[src/hdl/lusf_ram.sv]
// Generic simple dual-port RAM: one write port, one read port with registered data.
// Self-contained; used for the line buffer of the square finder.
`default_nettype none

module lusf_ram #(
  parameter int unsigned WIDTH = 8,
  parameter int unsigned DEPTH = 16
) (
  input  wire logic                     clk_i,
  input  wire logic                     we_i,
  input  wire logic [$clog2(DEPTH)-1:0] waddr_i,
  input  wire logic [WIDTH-1:0]         wdata_i,
  input  wire logic [$clog2(DEPTH)-1:0] raddr_i,
  output logic      [WIDTH-1:0]         rdata_o
);

  logic [WIDTH-1:0] mem_q [DEPTH];

  // Write port.
  always_ff @(posedge clk_i) begin
    if (we_i) begin
      mem_q[waddr_i] <= wdata_i;
    end
  end

  // Registered read port.
  always_ff @(posedge clk_i) begin
    rdata_o <= mem_q[raddr_i];
  end

endmodule : lusf_ram

`default_nettype wire

[config.mk]
export PLATFORM = sky130hd
export DESIGN_NAME = lusf_ram
export DESIGN_NICKNAME = d
export VERILOG_FILES = /design/src/hdl/lusf_ram.sv
export SDC_FILE = /design/constraint.sdc
export NUM_CORES = 1
export LEC_CHECK = 0
export BUFFER_PORTS_ARGS = -buffer_cell sky130_fd_sc_hd__buf_4
export CELL_PAD_IN_SITES_DETAIL_PLACEMENT = 0
export CELL_PAD_IN_SITES_GLOBAL_PLACEMENT = 2
export CORE_ASPECT_RATIO = 1.25
export CORE_MARGIN = 2
export CORE_UTILIZATION = 43
export DETAILED_ROUTE_END_ITERATION = 10
export PLACE_DENSITY = 0.81
export SLEW_MARGIN = 20
export SYNTH_ARGS = -nofsm -noshare
export SYNTH_HDL_FRONTEND = slang
export SYNTH_SLANG_ARGS = --single-unit
[constraint.sdc]
create_clock -name clk_i -period 2 [get_ports clk_i]
set_clock_uncertainty 0.2 [all_clocks]
set_input_delay 0.3 -clock clk_i [delete_from_list [all_inputs] [get_ports clk_i]]
set_output_delay 0.3 -clock clk_i [all_outputs]
set_load 0.1 [all_outputs]
=== Word level (Yosys, flattened, before mapping) ===
Memory sizes are Yosys's and may differ from the RTL's. A register that Yosys moved wholly into a read port is not among the register bits.
Index checks and enable logic that the tools add are counted.
W data, S select, Z words.

* Muxes and demuxes: 2

{| class="wikitable"
|+ Operators by type and width
! cell !! count
|-
| $mux W1 || 2
|}

* Output and inout port bits: 8
* Register bits after elaboration: 0
* Memories: 1
* Bits in writable memories: 128

{| class="wikitable"
|+ Memories
! name !! words !! bits a word !! rd ports !! clocked after Yosys merged registers in !! wr ports !! RTL line !! RTL
|-
| mem_q || 16 || 8 || 1 || 1 || 1 || 17 || <nowiki>logic [WIDTH-1:0] mem_q [DEPTH];</nowiki>
|}

=== Longest topological paths before layout ===
Gate-level depths: netlist (run 1).

* Depth after elaboration: 2
* Mapped depth: 5
* Mapped depth without buffers: 3

=== Least setup slack after synthesis (run 1) ===
Ideal clock, no wire load.

* Path kind: in2reg
* Start: in waddr_i[2]
* End: mem mem_q[0][0], enable pin
* Library setup time: 0.383 ns
* Arrival time: 1.410 ns
* Slack: 0.007 ns
* Path buffers: 0
* Stages: 2
* Cells stage by stage: or3b_2 > nor3_1

{| class="wikitable"
|+ RTL lines
! item !! RTL line !! RTL
|-
| start, declared || 11 || <nowiki>input wire logic [$clog2(DEPTH)-1:0] waddr_i,</nowiki>
|-
| end, declared || 17 ||
|}

No word-level cell before the write port.

==> run_results.csv, run 1 <==
group,metric,value,unit
synthesis,netlist_area,5150,um^2
timing,fmax,620,MHz
synthesis,synth_mux_area_share,15.0,%
die,pin_count,26,
worst_hold_path,min-delay-path-class,"input port to register",
synthesis,ys_types,19,
flow_run,drv_cap,0,
die,die_w,102,um
cts,clkSinkCount,136,
timing,fin_crit_sh,80.7,%
critical_path,path_max_fanout,1,
detailed_routing,routedWlPerCell,21.8,um
finish,fin_nets,311,
synthesis,seq_area_frac_synth,77.8,%
synthesis,ys_ff_latch,136,
cts,hold_buffers,8,
cts,post_cts_resized,0,
die,coreArea,11700,um^2
finish,final_util,54.5,%
timing,relSlewSlack,72.2,%
finish,instances_no_fill,466,
synthesis,synth_top_family_by_area,"multiplexers",
pwr,pwr-share-comb,6.7,%
detailed_routing,vias,2455,
synthesis,synth_compound_area_share,2.33,%
synthesis,synth_ff_type,"edfxtp_1",
cts,clockBufferDepth,2,
timing,hold_ws,0.226,ns
synthesis,synth-simple-area-share,3.18,%
timing,slew_violations,0,
cts,cts_made_buffers,17,
global_routing,grt-ovfl-total,0,
critical_path,cp_data_required_time,2.09,ns
synthesis,synthArstFlopShare,0,%
synthesis,synth_xor_area_share,0,%
critical_path,critPathBufInv,0,
critical_path,critPathTopFamily,"multiplexers",
timing,hold_viol,0,
pwr,p_sw_share,20.2,%
synthesis,synth_common_cells,"edfxtp_1 (128), mux4_2 (18), a22oi_1 (16)",
timing,worst_pin_slew,0.417,ns
synthesis,yosys.area.top_type,"edfxtp_1",
cts,htreeDepth,4,
synthesis,synth_top_area_share,74.7,%
timing,min_period,1.61,ns
detailed_routing,routed_wl,10100,um
pwr,ir_drop,0.527,mV
global_routing,grt_max_degree,21,
finish,syn2layout_area_growth,23.7,%
pwr,intPower,5.55,mW
pwr,p_seq_share,46.2,%
critical_path,critical_path.startpoint,"mem_q[8][4]",
synthesis,synth_fa_ha_area_share,0,%
finish,insertedDiodeCount,0,
die,start_util,44.1,%
pwr,pwr_density_cell,1090,nW/um^2
cts,cts_tree,"built",
synthesis,synth_most_common_cell,"edfxtp_1",
detailed_routing,antenna_left,0,
place,dp.cells,427,
place,place.detailed.hpwl,6330,um
synthesis,synthTopCellsByArea,"edfxtp_1 (75%), mux4_2 (7.9%), mux4_1 (7.1%)",
cts,clk_latency,0.41,ns
cts,cts-root-buf,"clkbuf_16",
place,globalplace.congestion,0.744,
critical_path,critical_path_class,"register to register",
critical_path,cp_slowest_cell,"mux4_1",
global_routing,grt_pass1_wl,15400,um
detailed_routing,routed_via_density,5.27,
synthesis,synth_cells,229,
pwr,clkPwrFrac,47.1,%
global_routing,track_usage,17.6,%
critical_path,worstPathArrival,1.70,ns
synthesis,synth_edf_count,128,
pwr,netSwitchingPower,1.40,mW
pwr,p_leak,2.17,nW
outcome,status,"completed",
synthesis,ys_warn_count,0,
synthesis,syn_area_per_cell,22.5,um^2
detailed_routing,drt_iter0_drc,261,
cts,cts.reportedPaths.clkPinSlew,0.05,ns
global_routing,grt_pass1_vias,2546,
detailed_routing,drt_first_pass_iters,4,
die,die_area,12900,um^2
die,die_h,126,um
timing,setup_viol,0,
cts,postCtsSetupBuffers,0,
synthesis,synth_nets,247,
die,num_rows,44,
critical_path,critPathMaxStageDelay,0.52,ns
global_routing,antenna_found_initial,0,
timing,rsz0062_at_grt,"false",
critical_path,cp-start-kind,"register",
critical_path,r2r-start,"mem_q[8][4]",
critical_path,timing.critical_path.to_type,"register",
finish,drive_above_1_share,31.1,%
worst_hold_path,hold_start,"waddr_i[0]",
place,port_buffers,25,
critical_path,path_cells,"mux4_1, a22oi_1, nand2_1",
detailed_routing,drcViolationCount,0,
sequential cells by signal, indices dropped and copies added, names as in the netlist:
name / count
mem_q: 128
rdata_o: 8
placed cells by master, fill, tap and decap left out, drive strengths merged:
| cell | Yosys | final |
|---|---|---|
| a22oi | 16 | 16 |
| and2 | 1 | 1 |
| and2b | 1 | 1 |
| buf | 7 | 47 |
| bufinv | 0 | 5 |
| clkbuf | 0 | 18 |
| clkinv | 0 | 3 |
| clkinvlp | 0 | 4 |
| dfxtp | 8 | 8 |
| dlygate4sd3 | 0 | 8 |
| edfxtp | 128 | 128 |
| inv | 0 | 1 |
| mux4 | 32 | 32 |
| nand2 | 9 | 9 |
| nand2b | 2 | 2 |
| nand3 | 1 | 1 |
| nand3b | 2 | 2 |
| nor2 | 13 | 13 |
| nor2b | 1 | 1 |
| nor3 | 4 | 4 |
| or3b | 1 | 1 |
worst min-delay path: stages:
cell,delay (ns)
buf_4,0.12
nor3_1,0.05
buf_4,0.18
per-stage QoR:
| stage | TNS, ns | instance area [um^2] | power, mW | setup slack [ns] |
|---|---|---|---|---|
| 2_1_floorplan | 0 | 5150 | 3.56 | 0.00713 |
| 3_3_place_gp | -0.0215 | 5650 | 3.72 | -0.0207 |
| 3_5_place_dp | -0.0308 | 5650 | 3.73 | -0.0264 |
| 4_1_cts | 0 | 6360 | 7.03 | 0.379 |
| 5_1_grt | 0 | 6360 | 7.16 | 0.329 |
| 6_report | 0 | 6360 | 6.95 | 0.387 |
final cells by class:
class	instances	area [um^2]
Sequential cell	136	4000
Clock inverter	13	203
Clock buffer	18	429
Fill cell	898	5310
Timing Repair Buffer	55	470
Multi-Input combinational cell	83	1060
Tap cell	161	201
power groups by stage:
stage | clock [mW] | combinational [mW] | sequential, mW
2_1_floorplan | 0 | 0.162 | 3.40
3_3_place_gp | 0 | 0.454 | 3.26
3_5_place_dp | 0 | 0.457 | 3.27
4_1_cts | 3.34 | 0.473 | 3.21
5_1_grt | 3.45 | 0.497 | 3.21
6_report | 3.27 | 0.466 | 3.21
path summary, 6_finish.rpt:
check / cells after the start / endpoint / slack, ns
max: 3 / rdata_o[4] / 0.39
min reg2reg: 3 / rdata_o[3] / 0.46
min: 3 / mem_q[8][4] / 0.23
max reg2reg: 3 / rdata_o[4] / 0.39
cell families (layout without fill, tap and decap cells):
family                 count (synthesis)  in the layout
DFF                                  136            136
and+or+nand+nor                       35             35
muxes                                 32             32
AOI/OAI and AO/OA                     16             16
buffers and inverters                 10             86
per-layer routing:
metal	vias up	wire (um)	share of wire [%]	track usage [%]
met5	-	0	0	0
met2	100	5210	51	26.8
li1	1102	-	-	-
met1	1242	4010	40	22.7
met3	11	705	6.9	4.79
met4	0	217	2.1	10.6
Note: power is estimated with default switching activity, not from simulation.
==> run 2, diff against run 1 <==
--- a/config.mk
+++ b/config.mk
@@ -10,9 +10,9 @@
 export CELL_PAD_IN_SITES_GLOBAL_PLACEMENT = 2
 export CORE_ASPECT_RATIO = 1.25
 export CORE_MARGIN = 2
-export CORE_UTILIZATION = 43
+export CORE_UTILIZATION = 48
 export DETAILED_ROUTE_END_ITERATION = 10
-export PLACE_DENSITY = 0.81
+export PLACE_DENSITY = 0.85
 export SLEW_MARGIN = 20
 export SYNTH_ARGS = -nofsm -noshare
 export SYNTH_HDL_FRONTEND = slang
==> constraint.sdc (replaced) <==
create_clock -name clk_i -period 1.7 [get_ports clk_i]
set_clock_uncertainty 0.2 [all_clocks]
set_input_delay 0.255 -clock clk_i [delete_from_list [all_inputs] [get_ports clk_i]]
set_output_delay 0.255 -clock clk_i [all_outputs]
set_load 0.1 [all_outputs]
==> run_results.csv, run 2 (synthesized netlist as in run 1, its figures left out) <==
group,metric,value,unit
outcome,status,"finished with violations",
outcome,violations,"hold timing",
finish,drive_above_1_share,32.6,%
timing,hold_ws,-0.00700,ns
timing,fin_crit_sh,93.6,%
pwr,ir_drop,0.816,mV
timing,finalSetupTns,0,ns
die,coreArea,10500,um^2
detailed_routing,drt_first_pass_iters,5,
critical_path,path_max_fanout,1,
detailed_routing,routed_wl,9890,um
worst_hold_path,min-delay-path-class,"input port to register",
finish,insertedDiodeCount,0,
global_routing,grt-ovfl-total,0,
detailed_routing,antenna_left,0,
detailed_routing,drt_iter0_drc,198,
detailed_routing,vias,2452,
cts,clockBufferDepth,2,
timing,slew_violations,0,
timing,rsz0062_at_grt,"false",
finish,final_common_cell,"edfxtp_1",
detailed_routing,drcViolationCount,0,
detailed_routing,dr.max_layer_used,"met4",
detailed_routing,wl_met1,3880,um
finish,reg_top3,"mem_q: 128 flops, rdata_o: 8 flops",
cts,clk_latency,0.41,ns
global_routing,grt_max_degree,23,
finish,syn2layout_area_growth,23.1,%
critical_path,timing.critical_path.to_type,"register",
pwr,p_leak,2.18,nW
global_routing,track_usage,18.5,%
cts,cts_tree,"built",
timing,min_period,1.59,ns
global_routing,antenna_found_initial,0,
timing,fmax,629,MHz
critical_path,cp_data_required_time,1.80,ns
die,die_area,11600,um^2
flow_run,drv_cap,0,
timing,hold_viol,10,
critical_path,worstPathArrival,1.69,ns
place,post_dp_cell_area,5660,um^2
die,num_rows,42,
critical_path,cp-start-kind,"register",
place,place.detailed.hpwl,6290,um
place,port_buffers,25,
pwr,pwr_density_cell,1260,nW/um^2
die,start_util,49.0,%
cts,cts_made_buffers,17,
finish,regMostFlops,"mem_q",
finish,postLayoutCellArea,6340,um^2
die,pin_count,26,
cts,clkSinkCount,136,
detailed_routing,routedWlPerCell,22.5,um
finish,largest_register_ffs,128,
detailed_routing,wl_met2,5430,um
detailed_routing,dr_wl_met3,449,um
timing,relSlewSlack,54.8,%
finish,fin_nets,312,
global_routing,grt_pass1_wl,15200,um
timing,setup_viol,0,
die,die_h,120,um
cts,cts-root-buf,"clkbuf_16",
place,globalplace.congestion,0.728,
die,die_w,96.6,um
global_routing,grt_pass1_vias,2604,
critical_path,critical_path_class,"register to register",
timing,worst_pin_slew,0.677,ns
finish,final_util,60.3,%
cts,postCtsSetupBuffers,0,
cts,cts.reportedPaths.clkPinSlew,0.06,ns
finish,layout_common_cells,"edfxtp_1 (128), buf_4 (44), mux4_2 (18)",
detailed_routing,routed_via_density,5.59,
cts,htreeDepth,4,
## run 2: changes by cell type in the layout (fill, tap and decap cells not counted), sizes merged
cell	change
buf	+2
dlygate4sd3	-1
clkinv	+1
clkbuf	+2
bufinv	-2
## run 2: worst max-delay path, cell delays in order (launching register included)
cell and delay, ns:
edfxtp_1 0.41, mux4_1 0.53, a22oi_1 0.26, nand2_1 0.08
## run 2: path summary, 6_finish.rpt
| check | startpoint | to | slack, ns | cells past startpoint |
|---|---|---|---|---|
| worst max-delay path | mem_q[3][0] | rdata_o[0] | 0.11 | 3 |
| worst min-delay path | wdata_i[7] | mem_q[7][7] | -0.007 | 1 |
| worst max register to register | mem_q[3][0] | rdata_o[0] | 0.11 | 3 |
| worst min register to register | mem_q[14][0] | rdata_o[0] | 0.47 | 3 |
## run 2: cell type report
cell class	count	area, um^2
clock buffers	20	457
clock inverters	12	149
fillers	747	4170
multi-input cells	83	1060
flip-flops and latches	136	4000
well taps	132	165
repair buffers	56	500
## run 2: power by group
part | internal, mW | switching, mW
logic | 0.203 | 0.359
registers | 3.75 | 0.0224
clock network | 2.37 | 1.29
total | 6.33 | 1.68
## run 2: what timing repair did
item | CTS | global route
endpoints found under the hold margin | 112 | 0
hold buffers | 7 | 0
resized for setup | 0 | 0
## run 2: metal layers
layer	track usage, %	vias up
li1	-	1103
met1	21.5	1263
met2	32.0	77
met3	5.42	9
met4	8.45	0
met5	0	-
## run 2: through the flow
| stage | total power, mW | hold slack [ns] | setup WS [ns] | instances |
|---|---|---|---|---|
| 2_1_floorplan | 4.19 | 0.154 | -0.0211 | 229 |
| 3_3_place_gp | 4.38 | 0.352 | -0.132 | 400 |
| 3_5_place_dp | 4.39 | 0.364 | -0.138 | 400 |
| 4_1_cts | 8.07 | 0.000726 | 0.0874 | 439 |
| 5_1_grt | 8.24 | 0.000771 | 0.0331 | 439 |
| 6_report | 8.00 | -0.00700 | 0.109 | 439 |
==> run 3, diff against run 2 <==
--- a/config.mk
+++ b/config.mk
@@ -13,6 +13,7 @@
 export CORE_UTILIZATION = 48
 export DETAILED_ROUTE_END_ITERATION = 10
 export PLACE_DENSITY = 0.85
+export REMOVE_ABC_BUFFERS = 1
 export SLEW_MARGIN = 20
 export SYNTH_ARGS = -nofsm -noshare
 export SYNTH_HDL_FRONTEND = slang
==> run_results.csv, run 3 (synthesized netlist as in run 1, its figures left out) <==
group,metric,value,unit
outcome,status,"completed",
finish,largest_register_ffs,128,
detailed_routing,routedWlPerCell,20.8,um
pwr,pwr_density_cell,1250,nW/um^2
global_routing,track_usage,17.5,%
critical_path,critPathTopFamily,"multiplexers",
finish,layout_common_cells,"edfxtp_1 (128), buf_4 (50), mux4_2 (18)",
critical_path,timing.critical_path.to_type,"register",
timing,fin_crit_sh,94.5,%
die,pin_count,26,
cts,cts_made_buffers,17,
place,port_buffers,25,
cts,post_cts_resized,0,
critical_path,path_cells,"mux4_1, a22oi_1, nand2_1",
critical_path,cp-start-kind,"register",
critical_path,critical_path_class,"register to register",
global_routing,grt_pass1_wl,14400,um
flow_run,drv_cap,0,
detailed_routing,vias,2502,
cts,clkSinkCount,136,
pwr,ir_drop,1.02,mV
pwr,finalPower,7.93,mW
finish,insertedDiodeCount,0,
pwr,p_leak,2.21,nW
detailed_routing,drt_iter0_drc,200,
worst_hold_path,min-delay-path-class,"input port to register",
finish,regMostFlops,"mem_q",
detailed_routing,drcViolationCount,0,
timing,worst_pin_slew,0.668,ns
die,die_area,11600,um^2
timing,setup_viol,0,
finish,syn2layout_area_growth,23.5,%
detailed_routing,antenna_left,0,
die,die_h,120,um
cts,cts.reportedPaths.clkPinSlew,0.06,ns
place,post_dp_cell_area,5680,um^2
timing,slew_violations,0,
global_routing,grt.busiest_layer,"met2",
global_routing,met2_usage,29.3,%
timing,fmax,623,MHz
die,num_rows,42,
die,die_w,96.6,um
die,coreArea,10500,um^2
critical_path,path_max_fanout,1,
critical_path,cp_slowest_cell,"mux4_1",
cts,clk_latency,0.41,ns
finish,fill_cells,766,
global_routing,gr-usage-met3,5.30,%
detailed_routing,routed_via_density,5.62,
finish,postLayoutCellArea,6360,um^2
timing,hold_viol,0,
global_routing,antenna_found_initial,0,
global_routing,grtUsageMet1,21.0,%
timing,min_period,1.61,ns
critical_path,critPathMaxStageDelay,0.52,ns
finish,reg_top3,"mem_q: 128 flops, rdata_o: 8 flops",
finish,final_common_cell,"edfxtp_1",
global_routing,grt_pass1_vias,2595,
detailed_routing,routed_wl,9270,um
finish,drive_above_1_share,32.6,%
critical_path,cp_data_required_time,1.79,ns
critical_path,worstPathArrival,1.69,ns
critical_path,critPathBufInv,0,
global_routing,grt_max_degree,19,
detailed_routing,drt_first_pass_iters,4,
place,globalplace.congestion,0.789,
cts,htreeDepth,4,
place,place.detailed.hpwl,6340,um
timing,hold_ws,0.155,ns
cts,clockBufferDepth,2,
timing,rsz0062_at_grt,"false",
die,start_util,49.0,%
cts,cts_tree,"built",
finish,final_util,60.5,%
global_routing,grt-ovfl-total,0,
finish,fin_nets,318,
timing,relSlewSlack,55.3,%
cts,cts-root-buf,"clkbuf_16",
-- run 3: changes by cell type in the layout (fill, tap and decap cells not counted) --
cell,before,now
buf_4,44,50
clkbuf_8,2,5
clkbuf_1,1,3
clkinvlp_4,4,2
buf_12,5,4
bufinv_16,3,2
clkinv_2,4,3
dlygate4sd3_1,7,8
inv_6,1,0
nor3_1,3,4
nor3_2,1,0
-- run 3: worst paths after layout --
path	startpoint	endpoint	slack, ns	cells past startpoint
max	mem_q[9][4]	rdata_o[4]	0.09	3
min	waddr_i[1]	mem_q[4][6]	0.15	3
max reg2reg	mem_q[9][4]	rdata_o[4]	0.09	3
min reg2reg	mem_q[14][1]	rdata_o[1]	0.46	3
-- run 3: final cells by class --
class                           instances  area, um^2  area share, %
Sequential cell                       136        4000           63.0
Multi-Input combinational cell         83        1060           16.6
Timing Repair Buffer                   62         536           8.42
Clock buffer                           25         505           7.95
Tap cell                              132         165           2.60
Clock inverter                          7        90.1           1.42
-- run 3: where the power goes --
part	leakage, nW	switching (mW)	internal (mW)
clock	0.289	1.25	2.34
combinational	0.694	0.356	0.205
sequential	1.22	0.0229	3.75
-- run 3: worst min-delay path, delay by kind of cell --
family	cells	cell delay, ns
simple gates	1	0.07
buf+inv	2	0.27
-- run 3: metrics by stage --
step                TNS (ns)  worst slack (ns)  std cells
global route               0            0.0681        445
finish                     0            0.0938        445
detailed placement     -1.16            -0.149        405
CTS                        0             0.119        445
global placement      -0.943            -0.136        405
floorplan              -2.16            -0.248        219
-- run 3: repair_timing --
item,4_1_cts,5_1_grt
hold endpoints to repair,128,0
endpoints found under the setup margin,0,0
hold buffers,8,0
buffers inserted,0,0
-- run 3: metal layers --
| metal | part of all wire [%] | vias to the layer above |
|---|---|---|
| li1 | - | 1111 |
| met1 | 40 | 1288 |
| met2 | 53 | 85 |
| met3 | 5.6 | 18 |
| met4 | 1.9 | 0 |
| met5 | 0 | - |
